==> src/hdl/mcds_pkg.sv <==
package mcds_pkg;

   localparam int NUM_CHARS       = 40;
   localparam int NUM_ROWS        = 7;
   localparam int CHARS_PER_DEMUX = 16;
   localparam int PIXEL_BITS      = 5;

   localparam int STORE_DEPTH = NUM_ROWS * NUM_CHARS;
   localparam int ADDR_W      = $clog2(STORE_DEPTH);
   localparam int FRAME_TIME  = 4096;
   localparam int TIMER_W     = 13;

   localparam logic [1:0] REG_BRIGHTNESS    = 2'd0;
   localparam logic [1:0] REG_STROBE_TICKS  = 2'd1;
   localparam logic [1:0] REG_SCROLL_ENABLE = 2'd2;
   localparam logic [1:0] REG_SCROLL_PERIOD = 2'd3;

   localparam logic FUNC_TICK  = 1'b0;
   localparam logic FUNC_WRITE = 1'b1;

   typedef struct packed {
      logic [4:0] column_data;
      logic [3:0] char_select;
      logic [2:0] enable_n;
      logic [6:0] row_n;
      logic       frame_start;
   } rsp_payload_type;

endpackage

==> src/hdl/multiplexed_char_display_scanner_top.sv <==
// Multiplexed character display scanner.
// Input stream (req_): each request is either a tick (req_tuser = 0) that
// advances the refresh scan by one time unit, or a pixel-row write
// (req_tuser = 1) into the row x character store. Every request yields
// exactly one response (rsp_) carrying the pins to drive: column data,
// char select, active-low demux enables, active-low row drive and the
// frame start flag (rsp_tuser).
// Configuration: csr_we/csr_index/csr_wdata write brightness, strobe
// ticks, scroll enable and scroll period; write only while idle.
// Throughput: one request per cycle unless a rsp_tready stall holds it. Each
// response passes the read stage (store read), then the output register,
// before rsp_tvalid rises.
// Reset: synchronous. After reset the store is cleared one entry a
// cycle, all 280 entries, with req_tready low; csr writes are still taken.
// Stall: with rsp_tready low, one more request is taken into the read
// stage, then req_tready drops until the output register drains.
module multiplexed_char_display_scanner_top
   import mcds_pkg::*;
(
   input  logic        clock,
   input  logic        reset,

   input  logic        req_tvalid,
   output logic        req_tready,
   input  logic [15:0] req_tdata,   // write_row[2:0], write_column[8:3], write_pixels[13:9]
   input  logic        req_tuser,   // func

   output logic        rsp_tvalid,
   input  logic        rsp_tready,
   output logic [23:0] rsp_tdata,   // column_data[4:0], char_select[8:5], enable_n[11:9],
                                    // row_n[18:12]
   output logic        rsp_tuser,   // frame_start

   input  logic        csr_we,
   input  logic [1:0]  csr_index,
   input  logic [7:0]  csr_wdata
);

   typedef enum logic [1:0] {PH_SEL, PH_DESEL, PH_ON, PH_OFF} phase_type;

   // scan state
   logic [2:0]          scan_row_ff, scan_row_in;
   logic [5:0]          scan_char_ff, scan_char_in;
   phase_type           scan_phase_ff, scan_phase_in;
   logic [TIMER_W-1:0]  phase_timer_ff, phase_timer_in;
   logic [7:0]          frame_count_ff, frame_count_in;
   logic [5:0]          scroll_offset_ff, scroll_offset_in;

   // registers
   logic [7:0] brightness_ff, strobe_ticks_ff, scroll_period_ff;
   logic       scroll_enable_ff;

   // clear pass
   logic              clear_ff, clear_in;
   logic [ADDR_W-1:0] clear_addr_ff, clear_addr_in;

   // read stage
   logic            s1_valid_ff, s1_valid_in;
   logic            s1_show_ff;
   logic            s1_fwd_ff;
   logic [4:0]      s1_fwd_data_ff;
   rsp_payload_type s1_pay_ff;
   rsp_payload_type s1_out;

   // output register
   logic            out_valid_ff, out_valid_in;
   rsp_payload_type out_pay_ff;

   logic accept, s1_move, is_write, tick;
   logic [2:0]        w_row;
   logic [5:0]        w_col;
   logic [4:0]        w_pix;
   logic [6:0]        char_sum;
   logic [5:0]        char_pos;
   logic [ADDR_W-1:0] rd_addr, wr_addr, ram_wr_addr;
   logic              wr_ok, ram_wr_en;
   logic [4:0]        ram_wr_data, ram_rd_data, s1_data;
   logic [TIMER_W-1:0] on_len, off_len, strobe_len, cur_len, timer_inc;
   rsp_payload_type   drv;

   assign w_row    = req_tdata[2:0];
   assign w_col    = req_tdata[8:3];
   assign w_pix    = req_tdata[13:9];
   assign s1_move  = s1_valid_ff && (!out_valid_ff || rsp_tready);
   assign req_tready = !clear_ff && (!s1_valid_ff || s1_move);
   assign accept   = req_tvalid && req_tready;
   assign is_write = (req_tuser == FUNC_WRITE);
   assign tick     = accept && !is_write;

   // store addressing
   assign char_sum = 7'(scan_char_ff) + 7'(scroll_offset_ff);
   assign char_pos = (char_sum >= 7'(NUM_CHARS)) ? 6'(char_sum - 7'(NUM_CHARS))
                                                 : char_sum[5:0];
   assign rd_addr  = ADDR_W'(scan_row_ff) * ADDR_W'(NUM_CHARS) + ADDR_W'(char_pos);
   assign wr_addr  = ADDR_W'(w_row) * ADDR_W'(NUM_CHARS) + ADDR_W'(w_col);
   assign wr_ok    = accept && is_write && (w_row < 3'(NUM_ROWS)) && (w_col < 6'(NUM_CHARS));

   assign ram_wr_en   = clear_ff || wr_ok;
   assign ram_wr_addr = clear_ff ? clear_addr_ff : wr_addr;
   assign ram_wr_data = clear_ff ? 5'd0 : (w_pix & 5'((1 << PIXEL_BITS) - 1));

   mcds_ram #(
      .WIDTH (5),
      .DEPTH (STORE_DEPTH)
   ) u_store (
      .clock   (clock),
      .wr_en   (ram_wr_en),
      .wr_addr (ram_wr_addr),
      .wr_data (ram_wr_data),
      .rd_en   (accept),
      .rd_addr (rd_addr),
      .rd_data (ram_rd_data)
   );

   assign s1_data = !s1_show_ff ? 5'd0 : (s1_fwd_ff ? s1_fwd_data_ff : ram_rd_data);

   always_comb begin
      s1_out             = s1_pay_ff;
      s1_out.column_data = s1_data;
   end

   // pin drive from current scan state
   always_comb begin
      drv             = '0;
      drv.enable_n    = 3'b111;
      drv.row_n       = 7'h7F;
      drv.frame_start = tick && scan_row_ff == 3'd0 && scan_char_ff == 6'd0 &&
                        scan_phase_ff == PH_SEL && phase_timer_ff == '0;
      if (scan_phase_ff == PH_SEL) begin
         drv.char_select = scan_char_ff[3:0];
         case (scan_char_ff[5:4])
            2'd0:    drv.enable_n = 3'b110;
            2'd1:    drv.enable_n = 3'b101;
            2'd2:    drv.enable_n = 3'b011;
            default: drv.enable_n = 3'b111;
         endcase
      end else if (scan_phase_ff == PH_ON && scan_row_ff < 3'd7) begin
         drv.row_n = ~(7'd1 << scan_row_ff);
      end
   end

   // scan advance
   assign on_len     = {1'b0, brightness_ff, 4'b0000};
   assign off_len    = TIMER_W'(FRAME_TIME) - on_len;
   assign strobe_len = (strobe_ticks_ff == 8'd0) ? TIMER_W'(1) : TIMER_W'(strobe_ticks_ff);
   assign timer_inc  = phase_timer_ff + TIMER_W'(1);

   always_comb begin
      case (scan_phase_ff)
         PH_ON:   cur_len = on_len;
         PH_OFF:  cur_len = off_len;
         default: cur_len = strobe_len;
      endcase
   end

   always_comb begin
      scan_row_in      = scan_row_ff;
      scan_char_in     = scan_char_ff;
      scan_phase_in    = scan_phase_ff;
      phase_timer_in   = phase_timer_ff;
      frame_count_in   = frame_count_ff;
      scroll_offset_in = scroll_offset_ff;
      if (tick) begin
         phase_timer_in = timer_inc;
         if (timer_inc >= cur_len) begin
            phase_timer_in = '0;
            case (scan_phase_ff)
               PH_SEL: begin
                  scan_phase_in = PH_DESEL;
               end
               PH_DESEL: begin
                  if (scan_char_ff < 6'(NUM_CHARS - 1)) begin
                     scan_char_in  = scan_char_ff + 6'd1;
                     scan_phase_in = PH_SEL;
                  end else begin
                     scan_char_in  = '0;
                     scan_phase_in = (on_len == '0) ? PH_OFF : PH_ON;
                  end
               end
               PH_ON: begin
                  scan_phase_in = PH_OFF;
               end
               default: begin
                  scan_phase_in = PH_SEL;
                  if (scan_row_ff < 3'(NUM_ROWS - 1)) begin
                     scan_row_in = scan_row_ff + 3'd1;
                  end else begin
                     scan_row_in = '0;
                     if (scroll_enable_ff) begin
                        if (frame_count_ff >= scroll_period_ff) begin
                           frame_count_in   = '0;
                           scroll_offset_in = (scroll_offset_ff == 6'(NUM_CHARS - 1)) ?
                                              6'd0 : scroll_offset_ff + 6'd1;
                        end else begin
                           frame_count_in = frame_count_ff + 8'd1;
                        end
                     end
                  end
               end
            endcase
         end
      end
   end

   always_comb begin
      clear_in      = clear_ff;
      clear_addr_in = clear_addr_ff;
      if (clear_ff) begin
         clear_addr_in = clear_addr_ff + ADDR_W'(1);
         if (clear_addr_ff == ADDR_W'(STORE_DEPTH - 1)) begin
            clear_in = 1'b0;
         end
      end
      s1_valid_in = accept || (s1_valid_ff && !s1_move);
      out_valid_in = s1_move || (out_valid_ff && !rsp_tready);
   end

   always_ff @(posedge clock) begin
      if (reset) begin
         scan_row_ff      <= '0;
         scan_char_ff     <= '0;
         scan_phase_ff    <= PH_SEL;
         phase_timer_ff   <= '0;
         frame_count_ff   <= '0;
         scroll_offset_ff <= '0;
         brightness_ff    <= 8'd16;
         strobe_ticks_ff  <= 8'd1;
         scroll_enable_ff <= 1'b0;
         scroll_period_ff <= 8'd30;
         clear_ff         <= 1'b1;
         clear_addr_ff    <= '0;
         s1_valid_ff      <= 1'b0;
         out_valid_ff     <= 1'b0;
      end else begin
         scan_row_ff      <= scan_row_in;
         scan_char_ff     <= scan_char_in;
         scan_phase_ff    <= scan_phase_in;
         phase_timer_ff   <= phase_timer_in;
         frame_count_ff   <= frame_count_in;
         scroll_offset_ff <= scroll_offset_in;
         clear_ff         <= clear_in;
         clear_addr_ff    <= clear_addr_in;
         s1_valid_ff      <= s1_valid_in;
         out_valid_ff     <= out_valid_in;
         if (csr_we) begin
            case (csr_index)
               REG_BRIGHTNESS:    brightness_ff    <= csr_wdata;
               REG_STROBE_TICKS:  strobe_ticks_ff  <= csr_wdata;
               REG_SCROLL_ENABLE: scroll_enable_ff <= csr_wdata[0];
               REG_SCROLL_PERIOD: scroll_period_ff <= csr_wdata;
               default: ;
            endcase
         end
      end
   end

   // payload registers
   always_ff @(posedge clock) begin
      if (accept) begin
         s1_pay_ff      <= drv;
         s1_show_ff     <= (scan_phase_ff == PH_SEL);
         s1_fwd_ff      <= wr_ok && (wr_addr == rd_addr);
         s1_fwd_data_ff <= ram_wr_data;
      end
      if (s1_move) begin
         out_pay_ff <= s1_out;
      end
   end

   assign rsp_tvalid = out_valid_ff;
   assign rsp_tdata  = {5'd0, out_pay_ff.row_n, out_pay_ff.enable_n,
                        out_pay_ff.char_select, out_pay_ff.column_data};
   assign rsp_tuser  = out_pay_ff.frame_start;

endmodule

==> src/hdl/mcds_ram.sv <==
module mcds_ram #(
   parameter int WIDTH = 8,
   parameter int DEPTH = 256
) (
   input  logic                     clock,
   input  logic                     wr_en,
   input  logic [$clog2(DEPTH)-1:0] wr_addr,
   input  logic [WIDTH-1:0]         wr_data,
   input  logic                     rd_en,
   input  logic [$clog2(DEPTH)-1:0] rd_addr,
   output logic [WIDTH-1:0]         rd_data
);

   logic [WIDTH-1:0] mem_ff [DEPTH];
   logic [WIDTH-1:0] rd_data_ff;

   always_ff @(posedge clock) begin
      if (wr_en) begin
         mem_ff[wr_addr] <= wr_data;
      end
      if (rd_en) begin
         rd_data_ff <= mem_ff[rd_addr];
      end
   end

   assign rd_data = rd_data_ff;

endmodule

==> config.mk <==
export PLATFORM = sky130hd
export DESIGN_NAME = multiplexed_char_display_scanner_top
export DESIGN_NICKNAME = d
export VERILOG_FILES = /design/src/hdl/mcds_pkg.sv /design/src/hdl/multiplexed_char_display_scanner_top.sv /design/src/hdl/mcds_ram.sv
export SDC_FILE = /design/constraint.sdc
export NUM_CORES = 1
export LEC_CHECK = 0
export BUFFER_PORTS_ARGS = -buffer_cell sky130_fd_sc_hd__buf_2
export CORE_UTILIZATION = 35
export CTS_CLUSTER_DIAMETER = 60
export CTS_CLUSTER_SIZE = 30
export DETAILED_ROUTE_END_ITERATION = 6
export PLACE_DENSITY = 0.52
export SETUP_SLACK_MARGIN = 0.05
export SLEW_MARGIN = 20
export SYNTH_ARGS = -nofsm -noshare
export SYNTH_HDL_FRONTEND = slang
export SYNTH_HIERARCHICAL = 1
export SYNTH_SLANG_ARGS = --single-unit
==> constraint.sdc <==
create_clock -name clock -period 10.14 [get_ports clock]
set_input_delay 0 -clock clock [delete_from_list [all_inputs] [get_ports clock]]
set_output_delay 0 -clock clock [all_outputs]
set_load 0.01 [all_outputs]
### Word-level counts from Yosys, hierarchy flattened

Memories as Yosys holds them, arrays and structs flattened. A register that Yosys moved wholly into a read port is not among the register bits.
Cells that the tools add are included.

| storage, ports and cells | value |
|---|---|
| register bits | 117 |
| latch bits | 0 |
| RAM bits | 1400 |
| ROM bits | 0 |
| bits of input ports | 32 |
| output and inout port bits | 27 |
| word-level logic and storage cells | 128 |
| memories | 1 |

Memories:

| name | depth | width | read ports | clocked after Yosys merged registers in | wr ports | RTL line | RTL |
|---|---|---|---|---|---|---|---|
| u_store.mem_ff | 280 | 5 | 1 | 1 | 1 | mcds_ram.sv:14 | `logic [WIDTH-1:0] mem_ff [DEPTH];` |

| operators by class | value |
|---|---|
| $add $sub $neg | 11 |
| multiply operators | 2 |
| divide/modulo/power cells | 0 |
| order comparisons | 8 |
| equality and inequality tests | 11 |
| shift-type cells | 1 |
| muxes and demuxes | 19 |
| bitwise logic cells | 4 |
| reduce and logical (&&, ||, !) cells | 45 |

Operator list:

| kind | count |
|---|---|
| $logic_not A13 Y1 | 2 |
| $pmux W13 S2 | 1 |
| $add A9 B6 Y9 | 2 |
| $mux W6 | 3 |
| $mux W8 | 2 |
| $logic_and A1 B1 Y1 | 15 |
| $add A13 B1 Y13 const B | 1 |
| $ge A13 B13 Y1 | 1 |
| $mux W13 | 1 |
| $sub A13 B12 Y13 const A | 1 |
| $add A6 B1 Y6 const B | 2 |
| $lt A6 B6 Y1 const B | 2 |
| $mul A3 B3 Y6 const B | 2 |
| $eq A2 B2 Y1 const B | 5 |
| $mux W5 | 2 |
| $reduce_and A2 Y1 | 5 |
| $add A9 B1 Y9 const B | 1 |
| $eq A9 B9 Y1 | 1 |
| $eq A9 B9 Y1 const B | 1 |
| $lt A3 B3 Y1 const B | 3 |
| $mux W9 | 1 |
| $pmux W3 S3 | 1 |
| $add A8 B1 Y8 const B | 1 |
| $ge A8 B8 Y1 | 1 |
| 24 further kinds | 44 |

### Logic depth before layout (Yosys ltp)

Gate-level depths: netlist (run 1).

| logic depth | value |
|---|---|
| word-level depth | 12 |
| depth in mapped cells | 21 |

### Modules after synthesis

Netlist (run 1), hierarchy kept.

Modules (own cells, without submodules):

| module | instances | cells each | area an instance (um^2) | sequential area each (um^2) |
|---|---|---|---|---|
| mcds_ram | 1 | 2765 | 55376.9 | 42190.5 |
| multiplexed_char_display_scanner_top | 1 | 717 | 6687.7 | 2762.6 |

### Worst setup path after synthesis (run 1)

No wires, ideal clock.

| path | value |
|---|---|
| kind | reg-to-reg |
| from | reg clear_ff |
| to | reg s1_fwd_data_ff[0] (data pin) |
| library setup time | 1.567 ns |
| arrival | 7.506 ns |
| required time | 8.573 ns |
| setup slack | 1.066 ns |
| stages on the path, launching flop included | 4 |
| path buffers | 2 |
| period minus slack after synthesis | 9.074 ns |
| cells stage by stage | dfxtp_1 clkbuf_1 clkbuf_1 nor2b_1 |

| on the way | value |
|---|---|
| cells in the longest elaborated chain, start to end | 1 |

Ends and longest elaborated chain:

| element | RTL line | RTL |
|---|---|---|
| start, declared | multiplexed_char_display_scanner_top.sv:54 | `logic clear_ff, clear_in;` |
| start signal, assigned | multiplexed_char_display_scanner_top.sv:241 | `clear_ff <= clear_in;` |
| $mux W5 | multiplexed_char_display_scanner_top.sv:100 | `assign ram_wr_data = clear_ff ? 5'd0 : (w_pix & 5'((1 << PIXEL_BITS) - 1));` |
| named net ram_wr_data[0] | multiplexed_char_display_scanner_top.sv:77 | `logic [4:0] ram_wr_data, ram_rd_data, s1_data;` |
| end signal, assigned | multiplexed_char_display_scanner_top.sv:263 | `s1_fwd_data_ff <= ram_wr_data;` |
| end, declared | multiplexed_char_display_scanner_top.sv:61 | `logic [4:0] s1_fwd_data_ff;` |

The timed path passes the listed nets, and every way through them passes these cells.
A chain may end at the register's enable or synchronous reset.

### Worst setup path after layout (run 1)

| path | value |
|---|---|
| from | reg scan_char_ff[0] |
| to | reg u_store.rd_data_ff[2] (netlist: u_store/rd_data[2]), read port of u_store.mem_ff (data pin) |

| on the way | value |
|---|---|
| cells in the longest elaborated chain, start to end | 4 |
| elaborated cells on any way between the ends | 5 |

Ends and longest elaborated chain:

| element | RTL line | RTL |
|---|---|---|
| start, declared | multiplexed_char_display_scanner_top.sv:43 | `logic [5:0] scan_char_ff, scan_char_in;` |
| start signal, assigned | multiplexed_char_display_scanner_top.sv:236 | `scan_char_ff <= scan_char_in;` |
| $add A6 B6 Y7 (*) | multiplexed_char_display_scanner_top.sv:91 | `assign char_sum = 7'(scan_char_ff) + 7'(scroll_offset_ff);` |
| $sub A6 B6 Y6 or $ge A7 B6 Y1 (tied branches) | multiplexed_char_display_scanner_top.sv:92 | `assign char_pos = (char_sum >= 7'(NUM_CHARS)) ? 6'(char_sum - 7'(NUM_CHARS))` |
| $mux W6 (*) | multiplexed_char_display_scanner_top.sv:92 |  |
| $add A9 B6 Y9 (*) | multiplexed_char_display_scanner_top.sv:94 | `assign rd_addr = ADDR_W'(scan_row_ff) * ADDR_W'(NUM_CHARS) + ADDR_W'(char_pos);` |
| named net rd_addr[4] | multiplexed_char_display_scanner_top.sv:75 | `logic [ADDR_W-1:0] rd_addr, wr_addr, ram_wr_addr;` |
| end, declared | mcds_ram.sv:15 | `logic [WIDTH-1:0] rd_data_ff;` |

Mark *: on every way through the listed nets, which the timed path passes. The rest lies on a longest branch.

==> impl.org, run 1 <==
** Run status
- Outcome :: completed

** STA
- Setup violations remaining at the end of the flow were counted as 0.
- Setup Skew :: 0.04174 ns
- Setup slack closes at 3.451 ns.
- Transition time at the pin with the least slew margin :: 1.102 ns
- Final Max Tran Viols :: 0
- Final-report hold violation count :: 0
- Headroom to the max-slew limit came out at 0.2646.
- Total Negative Setup Slacks :: 0 ns
- Timing would allow up to 149.5 MHz.
- Final period util :: 0.6597
- Minimum period implied by the final worst setup slack :: 6.689 ns
- Setup repair after global routing left no endpoint under its margin.

** Flow run
- Max-cap violation count :: 0

** Pwr
- Static Leak :: 21.13 nW
- Across the VDD grid, the largest voltage drop is 0.1612 mV.
- Power density over the cells :: 170.1 nW/um2

** Finish
- Post-synthesis to final-layout area growth :: 11.60%
- Diodes inserted :: 0
- Summing all multi-input logic gate instances after layout gives 15,900 um2.
- Fraction of layout cells with a size suffix above 1 :: 0.1858
- The filler cells instantiated in the layout total 16,030.
- NumNets Final :: 3,642
- Across the whole layout, storage elements account for 44,950 um2.

** Global routing
- Entering global routing, the biggest net connects 206 pins.
- Global-route wire length before repair :: 222,900 um
- After global routing the overflow that remains totals 0.
- Vias in the first global route :: 32,040
- Antenna violations before repair :: 1
- For this run, the total global-route usage over all layers was measured as 0.1693.

** Drt
- The first detailed-routing pass took 5 iterations.
- Number of nets still failing antenna checks after routing :: 0
- Number of vias per cell after detailed routing :: 5.329
- DRC Markers :: 0
- Routed WL per cell :: 25.55 um
- The detailed router finished its first iteration with 3,119 violations.
- Detailed routing inserted a total of 31,950 vias.
- Routed Wire Length :: 153,200 um

** Placed design
- IO buf count :: 51
- Before CTS, the worst setup slack after placement is 3.450 ns.
- The congestion estimate from routability-driven global placement came to 0.7873.
- Detailed-placement wirelength estimate :: 92,170 um

** Hold path
- Class of the tightest hold or removal check :: input pin to register

** Clocking
- CTS Root Cell :: clkbuf_16
- Once the clock tree was built, the resizer swapped 0 gates to a different size.
- The clock reaches the later pin of the worst-skew pair after 0.76 ns.
- Clock-pin transition on the worst setup and hold timing paths :: 0.08 ns
- Clock net sink count :: 1,522
- Clock tree buffer depth :: 3
- Htree depth :: 3
- TritonCTS built the clock tree.
- Clock tree synthesis inserted a total of 113 buffers.

** Floorplan
- The initial utilization of the core area, before any placement, comes to 0.3524.
- After floorplanning, the core was divided into 154 placement rows.
- During I/O placement, the number of pins put on the boundary was 59.
- Vert. Die Dim :: 423.1 um
- Total core area :: 176,100 um2
- Die Area :: 179,000 um2
- Width of the die :: 423.1 um

** Setup path
- Critical path type :: register to register
- Among all stages on the critical path, the largest delay is contributed by and2_2.
- The worst setup path is launched from a register.
- Data on the critical path is required at its endpoint by 10.58 ns.
- Critical path peak fanout :: 50
- Category of the worst setup path capture point :: register
- Maximum cell stage delay along the critical path :: 0.90 ns
- Data arrival time of the critical path :: 7.13 ns
- The critical path goes through ha_4 > fa_4 > a21o_1 > a21oi_1 > xnor2_1 > ha_1 > o21a_1 > o22ai_1 > ha_1 > inv_1 > fa_1 > inv_4 > buf_4 > and2_2 > a22oi_1 > o211ai_1 > a41oi_1 > o21ai_0 > a41oi_1.

** Logic synthesis
- In the synthesized netlist, the number of instances is 3,482.
- Number of synthesized flops with an enable pin :: 1,447
- Synthesized flop and latch total :: 1,522
- In the synthesized netlist the async set-or-reset flop fraction comes to 0.
- Syn Area/Cell :: 17.82 um2
- Distinct cell type count after synthesis :: 77
- Register area share after synthesis :: 0.7243
- Among all flip-flop cells after synthesis, the most frequent one is edfxtp_1.
- The synthesized netlist occupies a cell area of 62,060 um2.
- Count of synthesis-stage warnings from yosys :: 6
[through the flow]
| step | instances | cell area [um2] | hold slack [ns] | utilization | power [mW] |
|---|---|---|---|---|---|
| 2_1_floorplan | 3486 | 62080 | 0.1240 | - | 6.989 |
| 3_3_place_gp | 5737 | 64790 | 0.2868 | 0.3679 | 7.040 |
| 3_5_place_dp | 5737 | 64800 | 0.2910 | 0.3679 | 7.040 |
| 4_1_cts | 5995 | 69270 | 0.01921 | 0.3933 | 11.92 |
| 5_1_grt | 5995 | 69270 | 0.07716 | 0.3933 | 12.12 |
| 6_report | 5995 | 69270 | 0.02492 | 0.3933 | 11.78 |
[cell type report]
class                   instances  area share
multi-input cells            1717      0.2296
repair buffers                161     0.01857
well taps                    2340     0.04227
inverters                      39    0.002150
flip-flops and latches       1522      0.6490
clock buffers                 120     0.04243
clock inverters                96     0.01600
[cell usage in the layout (no fill, tap or decap), drive strengths merged, types with 20 or more instances in the layout]
master       Yosys  routed
clkinv           0      27
a22oi           59      59
and2            25      25
dfxtp           75      75
inv             39      87
nand2          141     141
ha              53      53
xor2            20      20
edfxtp        1447    1447
nor3            32      32
mux2i          178     178
mux4           290     290
nand2b          20      20
a21oi           62      62
clkbuf         109     120
buf             99     119
nand3           50      50
o21ai           44      44
o211ai          44      44
a22o            26      26
xnor2           24      24
dlygate4sd3      0      42
nor2b           36      36
nor2           369     369
[path summary, 6_finish.rpt]
| path | start | endpoint | slack [ns] | depth (start not counted) |
|---|---|---|---|---|
| setup / recovery | scan_char_ff[0]$_SDFFE_PP0P_ | u_store/rd_data[2]$_DFFE_PP_ | 3.45 | 19 |
| hold / removal | req_tdata[9] | u_store/mem_ff[132][0]$_DFFE_PP_ | 0.02 | 3 |
| setup reg to reg | scan_char_ff[0]$_SDFFE_PP0P_ | u_store/rd_data[2]$_DFFE_PP_ | 3.45 | 19 |
| hold reg to reg | s1_out[9]$_SDFFCE_PN1P_ | rsp_tdata[10]$_DFFE_PP_ | 0.42 | 0 |
[per-layer routing]
layer	vias to the layer above	global-route usage	wire [um]
li1	14070	-	-
met1	16770	0.2352	66780
met2	891	0.2676	72360
met3	218	0.03333	9313
met4	2	0.05295	4717
met5	-	0	11
[critical path: cells and delay by family (launching register included)]
family / cells / cell delay (ns)
adders and majority gates: 5 / 1.73
buffers and inverters: 3 / 1.21
xor gates and xnor gates: 1 / 0.14
DFF: 1 / 0.39
AOI/OAI and AO/OA: 9 / 1.94
and+or+nand+nor: 1 / 0.90
[cell usage after synthesis (all sizes together) (6+ instances only)]
| library cell | instances | area share |
|---|---|---|
| clkbuf | 109 | 0.0066 |
| or3 | 10 | 0.0010 |
| o31ai | 8 | 0.0012 |
| o41ai | 15 | 0.0021 |
| a2111oi | 12 | 0.0023 |
| a22oi | 59 | 0.0072 |
| nor2 | 369 | 0.022 |
| and2 | 25 | 0.0025 |
| nand2 | 141 | 0.0085 |
| nand4 | 16 | 0.0016 |
| a221oi | 17 | 0.0024 |
| ha | 53 | 0.011 |
| o32ai | 6 | 0.00085 |
| a21boi | 8 | 0.00097 |
| nor2b | 36 | 0.0036 |
| a31oi | 6 | 0.00060 |
| nor4 | 6 | 0.00060 |
| o211ai | 44 | 0.0053 |
| a41oi | 13 | 0.0018 |
| mux4 | 290 | 0.11 |
| a211oi | 12 | 0.0015 |
| dfxtp | 75 | 0.024 |
| mux2 | 15 | 0.0027 |
| xor2 | 20 | 0.0028 |
| nor3 | 32 | 0.0028 |
| nand2b | 20 | 0.0020 |
| a21oi | 62 | 0.0051 |
| o21a | 7 | 0.00085 |
| nand3 | 50 | 0.0041 |
| o22ai | 17 | 0.0017 |
| o21ai | 44 | 0.0036 |
| a22o | 26 | 0.0037 |
| inv | 39 | 0.0024 |
| a21o | 11 | 0.0013 |
| buf | 99 | 0.013 |
| edfxtp | 1447 | 0.70 |
| mux2i | 178 | 0.029 |
| and3 | 9 | 0.00091 |
| xnor2 | 24 | 0.0034 |
| nor3b | 6 | 0.00073 |
[state kept, by name (all words and copies together), names as in the netlist]
register,cells
scan_char_ff,6
phase_timer_ff,13
scroll_period_ff,8
frame_count_ff,8
brightness_ff,8
scroll_enable_ff,1
scroll_offset_ff,6
s1_valid_ff,1
rsp_tuser,1
u_store/rd_data,5
rsp_tvalid,1
s1_fwd_ff,1
clear_addr_ff,9
s1_show_ff,1
s1_out,15
u_store/mem_ff,1400
scan_row_ff,3
strobe_ticks_ff,8
s1_fwd_data_ff,5
rsp_tdata,19
scan_phase_ff,2
clear_ff,1
[power by group]
part	internal (mW)	switching (mW)	total, mW
Combinational	0.0424	0.0838	0.126
Clock	2.40	2.48	4.88
Sequential	6.77	0.00528	6.78
[kinds of logic (layout without fill, tap and decap cells)]
kind of cell	after synthesis	after routing	synth area share
flops	1522	1522	0.7243
simple gates	740	740	0.05330
mux	483	483	0.1367
compound gates	389	389	0.04566
buf+inv	247	416	0.02216
fa+ha+maj	56	56	0.01165
xor+xnor	44	44	0.006209
other cells	1	5	0.00006042
[what timing repair did]
item,CTS,global route
hold buffers,42,0
setup buffers,0,0
endpoints found under the hold margin,162,0
No activity file was read; power rests on OpenSTA's default activity.
==> run 2, diff against run 1 <==
--- a/config.mk
+++ b/config.mk
@@ -10,7 +10,7 @@
 export CTS_CLUSTER_DIAMETER = 60
 export CTS_CLUSTER_SIZE = 30
 export DETAILED_ROUTE_END_ITERATION = 6
-export PLACE_DENSITY = 0.52
+export PLACE_DENSITY = 0.54
 export SETUP_SLACK_MARGIN = 0.05
 export SLEW_MARGIN = 20
 export SYNTH_ARGS = -nofsm -noshare
==> constraint.sdc (replaced) <==
create_clock -name clock -period 5.75 [get_ports clock]
set_input_delay 0 -clock clock [delete_from_list [all_inputs] [get_ports clock]]
set_output_delay 0 -clock clock [all_outputs]
set_load 0.01 [all_outputs]
==> impl.org, run 2 (synthesized netlist as in run 1, its figures left out) <==
** Floorplan
- The floorplan has 154 rows.
- Starting utilization of the core area :: 0.3524
- Number of placed I/O pins :: 59
- The die covers 179,000 um2.
- The region available for standard cell placement spans 176,100 um2.
- The die is 423.1 um tall.
- Measured along the x axis, the die boundary spans 423.1 um.

** STA
- Setup Skew :: 0.04465 ns
- Final setup slack of the worst path :: 0.3468 ns
- Final-report hold violation count :: 0
- Minimum period implied by the final worst setup slack :: 5.403 ns
- Total Negative Setup Slacks :: 0 ns
- Setup violations remaining at the end of the flow were counted as 0.
- Setup repair after global routing left no endpoint under its margin.
- Final period util :: 0.9397
- For this run, the top clock speed supported by timing is 185.1 MHz.
- In this run the tightest slew margin relative to its limit is 0.2445.
- For the pin with the worst max-slew slack, the measured transition is 1.130 ns.
- The count of pins over their slew limit came to 0.

** Global routing
- Vias in the first global route :: 32,170
- Across every metal layer, demand over resource in global routing totals 0.1687.
- GR met1 Demand/Resource :: 0.2359
- Global route hottest layer :: met2
- Met2 Usage GRT :: 0.2697
- GRT met3 Usage :: 0.03218
- Global-route wire length before repair :: 223,200 um
- Pin count of the biggest net entering global routing :: 217
- The total overflow left after global routing is 0.
- The initial antenna violation count was 1.

** Setup path
- Launching element of the worst setup path :: scan_char_ff[0]$_SDFFE_PP0P_
- Reg-to-reg critical path endpoint :: u_store/rd_data[2]$_DFFE_PP_
- Critical Path Start Type :: register
- Walking the worst path, the cells encountered are ha_4 > fa_4 > a21o_1 > a21oi_1 > xnor2_1 > ha_1 > o21a_1 > o22ai_1 > ha_1 > inv_1 > fa_2 > inv_4 > buf_12 > buf_12 > nand2_1 > buf_4 > a22oi_1 > nor3_1 > o41ai_1 > a41oi_1.
- Category of the worst setup path capture point :: register
- STA puts the critical path data arrival time at 5.87 ns.
- For this design, the slowest cell found on the critical path is o41ai_1.
- For the worst setup path, the data required time is 6.22 ns.
- In this run the worst path has a maximum fanout of 41.
- The setup path with the least slack is of type register to register.
- Across all register-to-register paths, the minimum setup slack is 0.35 ns.
- Following the worst setup path forward leads to its endpoint at u_store/rd_data[2]$_DFFE_PP_.
- Beginning of the worst register-to-register path :: scan_char_ff[0]$_SDFFE_PP0P_
- Worst reg2reg path depth :: 20
- In this design, the stage delay of the slowest critical-path cell is 0.65 ns.

** Hold path
- The path class of the tightest hold or removal check is input pin to register.

** Drt
- In this run, the number of DRC markers left after iteration 0 of detailed routing was 3,163.
- Summed over all layers, the routed wires come to 152,100 um.
- For this run, design rule violations remaining after detail routing come to 0.
- Routed WL per cell :: 25.20 um
- Number of vias per cell after detailed routing :: 5.327
- Number of nets still failing antenna checks after routing :: 0
- The routed layout has 32,150 vias.
- The first detailed-routing pass took 5 iterations.

** Placed design
- Cell total after placement :: 5,775
- Prior to clock tree synthesis, the placed netlist has a worst setup slack of 0.07791 ns.
- Final RePlAce weighted congestion :: 0.8120
- Detailed-placement wirelength estimate :: 94,270 um
- Input and output buffers added on the ports amount to 51.

** Pwr
- Power density over the cells :: 300.0 nW/um2
- The analysis attributes to cell leakage a power of 21.41 nW.
- Total power for the finished layout comes to 20.93 mW.
- VDD sags by at most 0.2948 mV.

** Run status
- The flow ran to the end, and the final reports show no timing, DRC or antenna violations.

** Clocking
- Clock tree buffer depth :: 3
- Clock net sink count :: 1,522
- Clock-pin slew was measured on the worst setup and hold paths at 0.08 ns.
- CTS tree :: yes
- CTS Root Cell :: clkbuf_16
- Htree depth :: 3
- After clock tree synthesis, the setup repair step added 0 buffers.
- At the later pin of the worst-skew pair, clock insertion delay measures 0.77 ns.
- In this run, CTS created clock tree buffers numbering 114.

** Finish
- Leaving out fill and tap cells, the most frequent cells in the layout are 1,447 x edfxtp_1, 368 x nor2_1, 290 x mux4_2.
- Of the cells placed in the final design, the portion with a size suffix greater than 1 is 0.1936.
- Number of flip-flops in the largest register :: 1,400
- Final Instance Count excl. Fillers :: 6,036
- Measured on the finished design, the core utilization comes to 0.3961.
- Commonest non-fill, non-tap cell in the layout :: edfxtp_1
- Compared with the post-synthesis result, the final layout area differs by 12.40%.
- Area taken by multi-input logic gates :: 15,920 um2
- The final layout contains 3,682 nets.
- Fill count :: 15,900
- Registers take 44,950 um2.
- More flip-flops sit in one register than any other, and that register is u_store/mem_ff.

** Flow run
- Max-cap violation count :: 0
==> run 2: changes by cell type in the layout (fill, tap and decap cells not counted), sizes merged <==
cell and change:
buf +39, clkinvlp -7, clkinv +4, inv +3, bufinv +2, clkbuf -2
diode +2
==> run 2: cell type report <==
cell class,instances,area share
Inverter,39,0.002134
Clock buffer,118,0.04172
Clock inverter,98,0.01761
Antenna cell,2,0.00007174
Timing Repair Buffer,200,0.02382
Sequential cell,1522,0.6444
Tap cell,2340,0.04197
Multi-Input combinational cell,1717,0.2283
==> run 2: metrics by stage <==
stage,area [um2],hold WS (ns)
final,69760,0.01209
after global routing,69750,0.02500
after CTS,69670,0.001035
after detailed placement,65120,0.2986
after global placement,65120,0.2896
after floorplan,62080,0.1240
==> run 2: worst min path at each step <==
stage | slack, ns | endpoint | start | cells past startpoint
finish | 0.01 | u_store/mem_ff[277][3]$_DFFE_PP_ | req_tdata[12] | 3
global route | 0.03 | u_store/mem_ff[277][3]$_DFFE_PP_ | req_tdata[12] | 3
CTS | 0.001 | scroll_period_ff[3]$_SDFFE_PP1P_ | csr_wdata[3] | 4
detailed placement | 0.30 | strobe_ticks_ff[2]$_SDFFE_PP0P_ | csr_wdata[2] | 3
global placement | 0.29 | strobe_ticks_ff[3]$_SDFFE_PP0P_ | csr_wdata[3] | 3
floorplan | 0.12 | strobe_ticks_ff[0]$_SDFFE_PP1P_ | csr_wdata[0] | 2
==> run 2: what timing repair did <==
item,4_1_cts,5_1_grt
hold buffers,41,1
hold endpoints to repair,141,48
gates resized for setup,1,12
setup endpoints to repair,1,6
==> run 2: critical path, delay by kind of cell, from the launching register on <==
family                   cells  cell delay [ns]
flip-flops                   1             0.35
XOR/XNOR                     1             0.15
adder cells (fa/ha/maj)      5             1.68
AND/OR/NAND/NOR              2             0.21
AO/OA/AOI/OAI                7             1.85
buffers and inverters        5             0.83
==> run 2: power by group <==
part	switching, mW	internal, mW
logic	0.154	0.0787
registers	0.00966	11.9
clock network	4.41	4.33
==> run 2: per-layer routing <==
layer,wire [um],part of all wire,up-vias
li1,-,-,14150
met1,66610,0.44,16920
met2,72360,0.48,892
met3,9380,0.062,196
met4,3740,0.025,2
met5,7,0.000046,-
